===== src/hdl/q24_alu_pkg.sv =====
// Package for the Q24.8 fixed-point ALU: mode codes, widths and the stage payload type.
// Used by every module of the block; depends on nothing.
`default_nettype none
package q24_alu_pkg;

    localparam int FRAC_BITS = 8;
    localparam int DATA_W    = 32;
    localparam int NUM_W     = DATA_W + FRAC_BITS;
    localparam int DIV_STAGES = NUM_W;

    localparam logic [4:0] MODE_ADD        = 5'd0;
    localparam logic [4:0] MODE_SUB        = 5'd1;
    localparam logic [4:0] MODE_MUL        = 5'd2;
    localparam logic [4:0] MODE_DIV        = 5'd3;
    localparam logic [4:0] MODE_GT         = 5'd4;
    localparam logic [4:0] MODE_GE         = 5'd5;
    localparam logic [4:0] MODE_LT         = 5'd6;
    localparam logic [4:0] MODE_LE         = 5'd7;
    localparam logic [4:0] MODE_EQ         = 5'd8;
    localparam logic [4:0] MODE_NE         = 5'd9;
    localparam logic [4:0] MODE_MIN        = 5'd10;
    localparam logic [4:0] MODE_MAX        = 5'd11;
    localparam logic [4:0] MODE_INC        = 5'd12;
    localparam logic [4:0] MODE_DEC        = 5'd13;
    localparam logic [4:0] MODE_FROM_INT   = 5'd14;
    localparam logic [4:0] MODE_TO_INT     = 5'd15;
    localparam logic [4:0] MODE_FROM_FLOAT = 5'd16;
    localparam logic [4:0] MODE_TO_FLOAT   = 5'd17;

    localparam logic [7:0] EXP_SPECIAL = 8'hFF;
    localparam logic [7:0] EXP_BIAS    = 8'd127;

    // Payload that travels down the divider chain alongside the other results.
    typedef struct packed {
        logic [4:0]        mode;
        logic [DATA_W-1:0] res;
        logic              flag;
        logic              dz;
        logic              qneg;
        logic [NUM_W-1:0]  num;
        logic [DATA_W-1:0] den;
        logic [DATA_W-1:0] rem;
        logic [DATA_W-1:0] quo;
    } pipe_t;

endpackage
`default_nettype wire


===== src/hdl/q24_alu_div_stage.sv =====
// One restoring-division step of the Q24.8 ALU divider chain: one quotient bit per stage.
// Depends on q24_alu_pkg.
`default_nettype none
module q24_alu_div_stage (
    input  wire logic            aclk,
    input  wire logic            en,
    input  q24_alu_pkg::pipe_t   in_pipe,
    output q24_alu_pkg::pipe_t   out_reg
);
    import q24_alu_pkg::*;

    pipe_t       out_next;
    logic [32:0] trial;
    logic        ge;

    // Bring down the next dividend bit and subtract the divisor when it fits.
    always_comb begin
        trial    = {in_pipe.rem, in_pipe.num[NUM_W-1]};
        ge       = trial >= {1'b0, in_pipe.den};
        out_next = in_pipe;
        out_next.rem = ge ? 32'(trial - {1'b0, in_pipe.den}) : trial[31:0];
        out_next.num = in_pipe.num << 1;
        out_next.quo = {in_pipe.quo[30:0], ge};
    end

    always_ff @(posedge aclk) begin
        if (en) begin
            out_reg <= out_next;
        end
    end

endmodule
`default_nettype wire


===== config.mk =====
export PLATFORM = sky130hd
export DESIGN_NAME = q24_alu_div_stage
export DESIGN_NICKNAME = d
export VERILOG_FILES = /design/src/hdl/q24_alu_pkg.sv /design/src/hdl/q24_alu_div_stage.sv
export SDC_FILE = /design/constraint.sdc
export NUM_CORES = 1
export LEC_CHECK = 0
export ABC_AREA = 1
export BUFFER_PORTS_ARGS = -buffer_cell sky130_fd_sc_hd__clkbuf_2
export CAP_MARGIN = 20
export CORE_MARGIN = 4
export CORE_UTILIZATION = 35
export DETAILED_ROUTE_END_ITERATION = 10
export GPL_ROUTABILITY_DRIVEN = 1
export PLACE_DENSITY = 0.58
export SKIP_LAST_GASP = 1
export SLEW_MARGIN = 20
export SYNTH_ARGS = -nofsm -noshare
export SYNTH_HDL_FRONTEND = slang
export SYNTH_SLANG_ARGS = --single-unit
export TNS_END_PERCENT = 10

===== constraint.sdc =====
create_clock -name aclk -period 2.9 [get_ports aclk]
set_clock_uncertainty 0.15 [all_clocks]
set_input_delay 0.145 -clock aclk [delete_from_list [all_inputs] [get_ports aclk]]
set_output_delay 0.145 -clock aclk [all_outputs]
set_load 0.01 [all_outputs]

==> run summary <==
Yosys top cell by area: edfxtp_1
Metal-1 WL: 11.3 mm
Routed WL: 28.7 mm
clock period minus worst slack: 2.70 ns
Worst Path Arrival: 2.72 ns
H-tree level count: 4
Yosys top cell area share: 0.621
critical setup path kind: in2reg
Post-Synthesis Cell Area: 0.00846 mm²
gr usage total: 0.210
drt first-iter violations: 455
Max Root-Sink Buffers: 2
Hold Path Cell Cnt: 5
final hold vios: 0
Pwr Density: 531 mW/mm²
Remaining DRCs: 0
n_diodes: 0
Core Box Area: 0.0236 mm²
CTS buffer count: 17
first-pass GRT wire length: 42.5 mm
post-synthesis cell count: 829
Final nets: 1587
area grow syn2layout: 53.7%
Async SR Flop Fraction: 0
Hold WS: 0.171 ns
ys flop type: edfxtp_1
synth cell count leaders: 276 x nand2_1, 175 x edfxtp_1, 149 x inv_1
Max-Cap Viols: 0
Setup Buffers After CTS: 0
initial antenna violation count: 1
initial core utilization: 0.358
Tightest Pin Transition: 0.993 ns
total congestion overflow: 0
Die Height: 163 µm
std cell rows: 56
CP Cell Sequence: dlygate4sd3_1 -> clkbuf_2 -> ha_1 -> nand2_1 -> nor2_1 -> nand2_1 -> nor2_1 -> nand2_1 -> nand3_1 -> nor2_4 -> nand2_8 -> nand2_1 -> nand2_1
DR WL met3: 1.66 mm
Yosys Warn Count: 0
Setup violations, final: 0
Peak supply drop: 0.294 mV
sequential area share after synthesis: 0.621
FF+latch count, synth: 175
most frequent CP cell: nand2_1
Chip Width: 163 µm
Worst EP required: 2.93 ns
Top delay family on crit path: simple AND/OR/NAND/NOR gates
Layout fillers: 2095
die area: 0.0267 mm²
RePlAce Congestion: 0.869
CP max-delay cell: nor2_4
crit-path max FO: 35
worst rel slew slack: 0.338
Worst Setup End Kind: register
Worst Setup Start Kind: input port
Hold Path Class: in2reg
IO Port Bufs: 351
net count after synthesis: 1040
outcome: complete, no violations
Mean Syn Cell Area: 10.2 µm²
Post-DP HPWL: 20.8 mm
DR top layer: met5
routed length on met2: 14.9 mm
count leader, synth: nand2_1
top cells by area, synth: edfxtp_1 62%, nand2_1 12%, inv_1 6.6%
clock slew at reported path FFs: 0.08 ns
DR pass1 iterations: 7
share of layout cells above drive strength 1: 0.308
fmax: 370 MHz
Post-synth EDFFs: 175
largest net degree at the start of global routing: 108
Final Cycle Share: 0.931
Max Transition Viols Final: 0
Setup WS post-layout: 0.201 ns
Avg Vias per Cell: 4.41
Crit path buffers/inverters: 2
pre-CTS setup slack: -0.0587 ns
RSZ-0062 raised after global routing: no
Via Count: 7534
Largest register FFs: 175
Routed wire per std cell: 16.8 µm
Post-DRT Antenna Nets: 0
vias in the first global route: 7616
Levels on crit path: 13
Ports: 354
clk sinks: 175
Leakage: 6.42 nW
CTS tree: yes
Cell variety after synth: 31
slowest cell delay on critical path: 0.57 ns
CTS root buffer: clkbuf_16
layout make-up:
cell class              count  area, µm²  share of cell area
inverters                 152        571              0.0439
well taps                 319        399              0.0307
flip-flops and latches    175       5260               0.404
multi-input cells         492       2550               0.196
clock buffers              17        425              0.0327
clock inverters            14        168              0.0129
repair buffers            538       3630               0.279
metal layers:
layer | vias up | GRT usage
met1 | 3433 | 0.242
met5 | - | 0
met2 | 269 | 0.382
met4 | 2 | 0.0766
li1 | 3788 | -
met3 | 42 | 0.0437
final timing paths:
path,end,startpoint,slack (ns)
max,out_reg[41],in_pipe[33],0.20
min,out_reg[33],in_pipe[65],0.17
kinds of logic after synthesis:
kind of cell             count (synthesis)  share of synthesized area
other                                    1                   0.000443
XOR/XNOR                                14                     0.0145
buffers and inverters                  163                     0.0779
adder cells (fa/ha/maj)                 33                     0.0497
AND/OR/NAND/NOR                        419                      0.222
AO/OA/AOI/OAI                           24                     0.0145
flip-flops                             175                      0.621
cell usage in the layout, fill, tap and decap left out, types with 2 or more instances in the layout:
cell type,count
a21oi_1,21
and2_1,8
buf_12,2
buf_4,10
clkbuf_16,17
clkbuf_2,350
clkinv_4,3
clkinv_8,2
dlygate4sd3_1,175
edfxtp_1,175
ha_1,32
inv_1,149
inv_2,3
inv_6,3
inv_8,4
nand2_1,276
nand2_2,4
nand3_1,52
nand3_2,16
nand3b_1,10
nand4_1,2
nor2_1,34
nor2_2,6
nor3_1,6
nor3_2,2
o21ai_0,2
xor2_1,13
through the flow:
stage                     cell area, µm²  TNS [ns]   util  power, mW  instances
after floorplan                     8460         0      -       3.82        829
final                              13000         0  0.551       6.90       1707
after CTS                          13000         0  0.550       6.97       1706
after global placement             10600   -0.0365  0.451       4.40       1500
after global routing               13000         0  0.551       7.25       1707
after detailed placement           10600     -1.07  0.451       4.41       1500
power breakdown:
group	switching, mW	leakage [nW]	internal [mW]	total, mW
Combinational	0.817	4.42	0.617	1.43
Sequential	0.0610	1.71	3.06	3.12
Clock	1.11	0.288	1.23	2.34
worst min-delay path: cells and delay by family:
kind,cells,cell delay (ns)
adder cells (fa/ha/maj),1,0.16
buffers and inverters,2,0.16
AND/OR/NAND/NOR,1,0.05
AO/OA/AOI/OAI,1,0.07
timing repair:
item | 4_1_cts | 5_1_grt
setup endpoints to repair | 0 | 33
hold endpoints to repair | 178 | 0
gates resized for setup | 0 | 0
hold buffers | 175 | 0
Power figures use the tool's default switching activity.
