`src/hdl/q24_alu_pkg.sv`:
```
// Package for the Q24.8 fixed-point ALU: mode codes, widths and the stage payload type.
// Used by every module of the block; depends on nothing.
`default_nettype none
package q24_alu_pkg;

    localparam int FRAC_BITS = 8;
    localparam int DATA_W    = 32;
    localparam int NUM_W     = DATA_W + FRAC_BITS;
    localparam int DIV_STAGES = NUM_W;

    localparam logic [4:0] MODE_ADD        = 5'd0;
    localparam logic [4:0] MODE_SUB        = 5'd1;
    localparam logic [4:0] MODE_MUL        = 5'd2;
    localparam logic [4:0] MODE_DIV        = 5'd3;
    localparam logic [4:0] MODE_GT         = 5'd4;
    localparam logic [4:0] MODE_GE         = 5'd5;
    localparam logic [4:0] MODE_LT         = 5'd6;
    localparam logic [4:0] MODE_LE         = 5'd7;
    localparam logic [4:0] MODE_EQ         = 5'd8;
    localparam logic [4:0] MODE_NE         = 5'd9;
    localparam logic [4:0] MODE_MIN        = 5'd10;
    localparam logic [4:0] MODE_MAX        = 5'd11;
    localparam logic [4:0] MODE_INC        = 5'd12;
    localparam logic [4:0] MODE_DEC        = 5'd13;
    localparam logic [4:0] MODE_FROM_INT   = 5'd14;
    localparam logic [4:0] MODE_TO_INT     = 5'd15;
    localparam logic [4:0] MODE_FROM_FLOAT = 5'd16;
    localparam logic [4:0] MODE_TO_FLOAT   = 5'd17;

    localparam logic [7:0] EXP_SPECIAL = 8'hFF;
    localparam logic [7:0] EXP_BIAS    = 8'd127;

    // Payload that travels down the divider chain alongside the other results.
    typedef struct packed {
        logic [4:0]        mode;
        logic [DATA_W-1:0] res;
        logic              flag;
        logic              dz;
        logic              qneg;
        logic [NUM_W-1:0]  num;
        logic [DATA_W-1:0] den;
        logic [DATA_W-1:0] rem;
        logic [DATA_W-1:0] quo;
    } pipe_t;

endpackage
`default_nettype wire

```
`src/hdl/q24_alu_front.sv`:
```
// Front end of the Q24.8 ALU: two register stages that work out every mode but divide
// and set up the divider operands. Depends on q24_alu_pkg.
`default_nettype none
module q24_alu_front (
    input  wire logic                   aclk,
    input  wire logic                   en1,
    input  wire logic                   en2,
    input  wire logic [4:0]             mode,
    input  wire logic signed [31:0]     operand_a,
    input  wire logic signed [31:0]     operand_b,
    output q24_alu_pkg::pipe_t          out_reg
);
    import q24_alu_pkg::*;

    logic [4:0]         mode_reg;
    logic [31:0]        res1_reg, res1_next;
    logic               flag1_reg, flag1_next;
    logic signed [63:0] prod_reg;
    logic [31:0]        mag_reg, mag_next;
    logic [4:0]         p_reg, p_next;
    logic               sgn_reg;
    logic [NUM_W-1:0]   num_reg;
    logic [31:0]        den_reg;
    logic               qneg_reg, dz_reg;

    // First stage: simple modes, float to fixed, and operand magnitudes.
    always_comb begin
        logic [7:0]         e;
        logic [23:0]        m;
        logic signed [9:0]  k;
        logic signed [31:0] sm;
        logic [4:0]         n;
        logic signed [31:0] ff;
        logic [31:0]        abs_a, t;
        e  = operand_a[30:23];
        m  = {(e != 8'd0), operand_a[22:0]};
        k  = (e != 8'd0) ? ($signed({2'b00, e}) - 10'sd142) : -10'sd141;
        sm = operand_a[31] ? -$signed({8'd0, m}) : $signed({8'd0, m});
        n  = 5'd0;
        ff = 32'sd0;
        if (e == EXP_SPECIAL || m == 24'd0) begin
            ff = 32'sd0;
        end else if (k >= 10'sd0) begin
            if (k < 10'sd32) begin
                ff = sm <<< k[4:0];
            end
        end else if (k > -10'sd26) begin
            n  = 5'((-k));
            ff = (sm + $signed(32'd1 << (n - 5'd1))) >>> n;
        end
        abs_a = operand_a[31] ? 32'(-operand_a) : 32'(operand_a);
        t     = abs_a >> FRAC_BITS;
        mag_next = abs_a;
        p_next = 5'd0;
        for (int i = 0; i < 32; i++) begin
            if (abs_a[i]) begin
                p_next = 5'(i);
            end
        end
        res1_next  = 32'd0;
        flag1_next = 1'b0;
        case (mode)
            MODE_ADD:        res1_next = 32'(operand_a + operand_b);
            MODE_SUB:        res1_next = 32'(operand_a - operand_b);
            MODE_GT:         flag1_next = operand_a > operand_b;
            MODE_GE:         flag1_next = operand_a >= operand_b;
            MODE_LT:         flag1_next = operand_a < operand_b;
            MODE_LE:         flag1_next = operand_a <= operand_b;
            MODE_EQ:         flag1_next = operand_a == operand_b;
            MODE_NE:         flag1_next = operand_a != operand_b;
            MODE_MIN:        res1_next = (operand_a < operand_b) ? operand_a : operand_b;
            MODE_MAX:        res1_next = (operand_a > operand_b) ? operand_a : operand_b;
            MODE_INC:        res1_next = 32'(operand_a + 32'sd1);
            MODE_DEC:        res1_next = 32'(operand_a - 32'sd1);
            MODE_FROM_INT:   res1_next = 32'(operand_a) << FRAC_BITS;
            MODE_TO_INT:     res1_next = operand_a[31] ? 32'(-t) : t;
            MODE_FROM_FLOAT: res1_next = ff;
            default:         res1_next = 32'd0;
        endcase
    end

    always_ff @(posedge aclk) begin
        if (en1) begin
            mode_reg  <= mode;
            res1_reg  <= res1_next;
            flag1_reg <= flag1_next;
            prod_reg  <= 64'(operand_a) * 64'(operand_b);
            mag_reg   <= mag_next;
            p_reg     <= p_next;
            sgn_reg   <= operand_a[31];
            num_reg   <= {8'd0, mag_next} << FRAC_BITS;
            den_reg   <= operand_b[31] ? 32'(-operand_b) : 32'(operand_b);
            qneg_reg  <= operand_a[31] ^ operand_b[31];
            dz_reg    <= (mode == MODE_DIV) && (operand_b == 32'sd0);
        end
    end

    // Second stage: product scaling and fixed to float rounding.
    pipe_t out_next;
    always_comb begin
        logic [24:0] mant;
        logic [4:0]  r, pp;
        logic [31:0] rmask, rrem, half;
        logic [31:0] fl;
        r     = 5'd0;
        rmask = 32'd0;
        rrem  = 32'd0;
        half  = 32'd0;
        pp    = p_reg;
        if (p_reg <= 5'd23) begin
            mant = 25'(mag_reg << (5'd23 - p_reg));
        end else begin
            r     = p_reg - 5'd23;
            rmask = (32'd1 << r) - 32'd1;
            rrem  = mag_reg & rmask;
            half  = 32'd1 << (r - 5'd1);
            mant  = 25'(mag_reg >> r);
            if (rrem > half || (rrem == half && mant[0])) begin
                mant = mant + 25'd1;
            end
            if (mant[24]) begin
                mant = mant >> 1;
                pp   = p_reg + 5'd1;
            end
        end
        fl = (mag_reg == 32'd0) ? 32'd0 :
             {sgn_reg, 8'({3'd0, pp} + EXP_BIAS - 8'(FRAC_BITS)), mant[22:0]};
        out_next      = '0;
        out_next.mode = mode_reg;
        out_next.flag = flag1_reg;
        out_next.dz   = dz_reg;
        out_next.qneg = qneg_reg;
        out_next.num  = num_reg;
        out_next.den  = den_reg;
        case (mode_reg)
            MODE_MUL:      out_next.res = prod_reg[DATA_W+FRAC_BITS-1:FRAC_BITS];
            MODE_TO_FLOAT: out_next.res = fl;
            default:       out_next.res = res1_reg;
        endcase
    end

    always_ff @(posedge aclk) begin
        if (en2) begin
            out_reg <= out_next;
        end
    end

endmodule
`default_nettype wire

```
`config.mk`:
```
export PLATFORM = sky130hd
export DESIGN_NAME = q24_alu_front
export DESIGN_NICKNAME = d
export VERILOG_FILES = /design/src/hdl/q24_alu_pkg.sv /design/src/hdl/q24_alu_front.sv
export SDC_FILE = /design/constraint.sdc
export NUM_CORES = 2
export LEC_CHECK = 0
export BUFFER_PORTS_ARGS = -buffer_cell sky130_fd_sc_hd__buf_2
export CAP_MARGIN = 30
export CORE_MARGIN = 1.5
export CORE_UTILIZATION = 42
export DETAILED_ROUTE_END_ITERATION = 12
export GPL_TIMING_DRIVEN = 0
export PLACE_DENSITY_LB_ADDON = 0.2
export SLEW_MARGIN = 25
export SYNTH_ARGS = -nofsm -noshare
export SYNTH_HDL_FRONTEND = slang
export SYNTH_SLANG_ARGS = --single-unit
export TNS_END_PERCENT = 10
```
`constraint.sdc`:
```
create_clock -name aclk -period 26.7 [get_ports aclk]
set_input_delay 2.67 -clock aclk [delete_from_list [all_inputs] [get_ports aclk]]
set_output_delay 2.67 -clock aclk [all_outputs]
set_load 0.01 [all_outputs]
```
==> run summary <==
The delay contributed by the slowest stage of the critical path works out to 0.76 ns. Setup repair after global routing left no endpoint under its margin. The mean cell area of the mapped netlist was 8.464 um2; the number of buffers added by the clock tree synthesis step was 29. Detailed placement finished with a half-perimeter wire length of 209.4 mm. Yosys mapped a number of flops with a built-in enable equal to 246. The portion of netlist area occupied by mux cells came out at 5.691%.

In this run the top signal layer used is met5. The simple logic cell fraction of the synthesized area is 17.34%. The vertical extent of the die is 353.9 um, and the standard cell core area is 122,000 um2. The worst hold margin is 0.4182 ns. After synthesis, flip-flops and latches occupy 14.29% of the total area. The flip-flop and latch count after synthesis works out to 246. The measured slew at the worst slew-check pin was 1.147 ns; the placed cell area was 55,270 um2.

The area of the die was 125,200 um2. The number of hold buffers added after CTS was 0. The run gives 8 as the detailed-routing iteration count for the pre-antenna-repair pass.

Counting distinct cell types in the post-synthesis netlist gives 92. After detailed routing, the total wire length is 252.9 mm. Post-synthesis xor/xnor area fraction: 5.028%. After layout, the worst path uses 53.02% of the clock period. Fill cells in the final layout number 12,351. The minimum setup slack in the final design was 12.54 ns. The minimum period implied by the final worst setup slack was 14.16 ns; the aggregate global routing overflow was 0. The maximum number of pins on one net before global-route repair came out at 98. The tools report the depth of the CTS H-tree as 1.

Across the run, the number of max-cap violations was 0. Once the floorplan was initialized, standard cells occupied 42.37% of the core. The routed metal-1 wirelength is 107.6 mm, and the number of port buffers is 173. The startpoint-to-endpoint class of the critical path is input port to register. After the last flow step, the layout net total stands at 7,458.

The synthesized netlist devotes 14.44% of its cell area to compound gates. The total count of hold-check failures in the final report is 0, and the arrival time of the worst setup path is 14.50 ns. The number of gates resized after cts was 0; the clock input transition at the sequential cells of the worst setup and hold paths was 0.06 ns. The logs give 0 for the number of nets with antenna violations after detailed routing and 0 ns for the final-layout setup total negative slack. Clock latency reported for the late side of the worst-skew pair: 0.67 ns. The die is 353.9 um wide. The cell that appears most often on the critical path is sky130_fd_sc_hd__fa_1. The required time of the worst setup path was 27.04 ns. The synthesized-area fraction occupied by adder cells was 32.76%; the via count of the routed design was 49,550.

Once the clock tree was built, the setup fixing pass inserted 0 buffers. After synthesis, the largest family of logic cells by area is adder cells. The run finished with clean final reports.

After the first detailed-routing iteration, the DRC count stood at 6,805. The met3 routed wirelength came out at 34.02 mm. After detailed routing, the number of vias per cell comes to 6.140. STA classifies the critical path endpoint as a register. For the length of routed met2 wiring, the log shows 100.8 mm. For the summed area of non-filler cells in the final layout, the log shows 56,420 um2. The run gives 0 as the number of setup violations in the final report. The floorplan row count was 128. The logs give 246 for the total clock sinks and 0 for the detailed-route DRC error count.

The first global-routing pass estimated 356.2 mm of wire. The fraction of synthesis flops using an asynchronous set or reset pin was 0%. TritonCTS built the clock tree. The register with the most flip-flops in the layout has 104 of them. Peak fanout along the critical path: 10. The tools report the clock root buffer as sky130_fd_sc_hd__clkbuf_16. The number of warnings reported in the yosys synthesis log is 0, and the total global routing track utilization is 39.72%.

Synthesis produced 6,110 cells. The relative slew slack was 22.56%. The top-level port count was 248; the via count of the first global-routing pass was 47,259. The maximum buffer depth of the clock tree is 3, and the maximum clock rate is 70.64 MHz. The most used flip-flop cell after synthesis was sky130_fd_sc_hd__edfxtp_1.

The number of slew-limit violations in the final report came out at 0. Dividing the detail-routed wire length by the instance count gives 31.34 um. The tools report the routability-driven placement congestion ratio as 1.050. The kind of start point of the critical path was an input port. At the placement stage, the worst setup path has a slack of 12.16 ns.

The mapped netlist covers 51,710 um2. Layout cell share with drive strength beyond 1: 8.090%. For the worst setup skew after layout, the log shows 0.07235 ns. The largest individual stage delay along the critical path comes from the cell sky130_fd_sc_hd__nor4b_1. The worst hold path belongs to the class register to register. The area overhead of the layout relative to synthesis is 9.110%. The initial antenna violation count was 15.
==> cell usage in the layout (no fill, tap or decap), types with 45 or more instances in the layout <==
cell type / instances
sky130_fd_sc_hd__mux4_2: 73
sky130_fd_sc_hd__nand4_1: 48
sky130_fd_sc_hd__o211ai_1: 47
sky130_fd_sc_hd__xor2_1: 81
sky130_fd_sc_hd__a22oi_1: 48
sky130_fd_sc_hd__nand3_1: 114
sky130_fd_sc_hd__nor4_1: 47
sky130_fd_sc_hd__inv_1: 881
sky130_fd_sc_hd__nor3_1: 98
sky130_fd_sc_hd__buf_4: 75
sky130_fd_sc_hd__xnor2_1: 203
sky130_fd_sc_hd__nand2b_1: 46
sky130_fd_sc_hd__o21a_1: 46
sky130_fd_sc_hd__conb_1: 72
sky130_fd_sc_hd__buf_2: 195
sky130_fd_sc_hd__o21ai_0: 182
sky130_fd_sc_hd__a21oi_1: 245
sky130_fd_sc_hd__clkbuf_1: 296
sky130_fd_sc_hd__edfxtp_1: 246
sky130_fd_sc_hd__nand2_1: 889
sky130_fd_sc_hd__ha_1: 322
sky130_fd_sc_hd__buf_1: 60
sky130_fd_sc_hd__o31ai_1: 45
sky130_fd_sc_hd__mux2i_1: 105
sky130_fd_sc_hd__and2_1: 164
sky130_fd_sc_hd__fa_1: 645
sky130_fd_sc_hd__nor2_1: 361
sky130_fd_sc_hd__a31oi_1: 55
sky130_fd_sc_hd__a21o_1: 71
==> metal layers <==
| metal | vias up | GRT usage (%) |
|---|---|---|
| met1 | 24797 | 57.33 |
| met4 | 20 | 12.97 |
| met3 | 480 | 13.35 |
| met5 | - | 0 |
| li1 | 20973 | - |
| met2 | 3280 | 55.32 |
==> worst max-delay path: cells and delay by family <==
kind | cells | cell delay (ns)
fa+ha+maj | 9 | 4.54
buf+inv | 11 | 2.74
compound gates | 7 | 2.12
simple gates | 4 | 1.61
xor+xnor | 1 | 0.76
==> logic make-up after synthesis <==
logic type      after synthesis
compound gates             1095
xor+xnor                    293
fa+ha+maj                   967
buf+inv                    1356
flops                       246
mux                         200
other cells                   1
simple gates               1952
==> final timing paths <==
check,startpoint,to,slack [ns],cells after the start
setup / recovery,operand_a[23],prod_reg[37],12.54,32
hold / removal,den_reg[8],out_reg[72],0.42,0
hold reg to reg,den_reg[8],out_reg[72],0.42,0
setup reg to reg,p_reg[2],out_reg[166],15.23,34
==> per-stage QoR <==
step	instances	util [%]
after CTS	8055	46.13
after detailed placement	8003	45.29
after floorplan	6181	-
final	8070	46.23
after global routing	8065	46.22
after global placement	7979	44.97
==> synthesized netlist by cell type, types with 14 or more instances <==
library cell,n,area (um2)
sky130_fd_sc_hd__nor2b_1,28,175.2
sky130_fd_sc_hd__a222oi_1,17,170.2
sky130_fd_sc_hd__xnor2_1,208,1822
sky130_fd_sc_hd__ha_1,322,4029
sky130_fd_sc_hd__nand2b_1,46,287.8
sky130_fd_sc_hd__a22oi_1,48,360.4
sky130_fd_sc_hd__buf_2,17,85.08
sky130_fd_sc_hd__mux2i_1,105,1051
sky130_fd_sc_hd__nor3_1,98,490.5
sky130_fd_sc_hd__o22ai_1,23,143.9
sky130_fd_sc_hd__buf_1,61,229.0
sky130_fd_sc_hd__and3_1,27,168.9
sky130_fd_sc_hd__o21ai_0,182,910.9
sky130_fd_sc_hd__a221o_1,21,210.2
sky130_fd_sc_hd__a211o_1,14,122.6
sky130_fd_sc_hd__nand2_1,889,3337
sky130_fd_sc_hd__nor2_1,361,1355
sky130_fd_sc_hd__a31oi_1,56,350.3
sky130_fd_sc_hd__o311ai_0,15,131.4
sky130_fd_sc_hd__xor2_1,82,718.2
sky130_fd_sc_hd__mux2_2,22,247.7
sky130_fd_sc_hd__o31ai_1,45,337.8
sky130_fd_sc_hd__a311oi_1,20,175.2
sky130_fd_sc_hd__o21a_1,46,345.3
sky130_fd_sc_hd__fa_1,645,12910
sky130_fd_sc_hd__and2_1,164,1026
sky130_fd_sc_hd__nand3_1,114,570.6
sky130_fd_sc_hd__o211ai_1,47,352.8
sky130_fd_sc_hd__nor4_1,51,319.1
sky130_fd_sc_hd__o21bai_1,16,120.1
sky130_fd_sc_hd__o221ai_1,19,166.4
sky130_fd_sc_hd__inv_1,881,3307
sky130_fd_sc_hd__a221oi_1,36,315.3
sky130_fd_sc_hd__a21oi_1,245,1226
sky130_fd_sc_hd__or3_1,39,244.0
sky130_fd_sc_hd__a21boi_0,21,157.7
sky130_fd_sc_hd__nand4_1,48,300.3
sky130_fd_sc_hd__mux4_2,73,1644
sky130_fd_sc_hd__clkbuf_1,312,1171
sky130_fd_sc_hd__edfxtp_1,246,7387
sky130_fd_sc_hd__or2_2,23,143.9
sky130_fd_sc_hd__a21o_1,71,533.0
sky130_fd_sc_hd__a211oi_1,40,300.3
sky130_fd_sc_hd__buf_4,73,548.0
==> cell type report <==
cell class                      count  area [um2]  area share, %
Antenna cell                        5       12.51        0.02218
Tap cell                         1625        2033          3.604
Clock buffer                       30       729.5          1.293
Timing Repair Buffer              207        1262          2.237
Multi-Input combinational cell   4579       39280          69.62
Sequential cell                   246        7387          13.09
Buffer                            465        2078          3.683
Inverter                          891        3344          5.927
Clock inverter                     22       292.8         0.5189
Power is not shown: default switching activity piles up to over one toggle a cycle in this logic, so the estimate is an artifact.
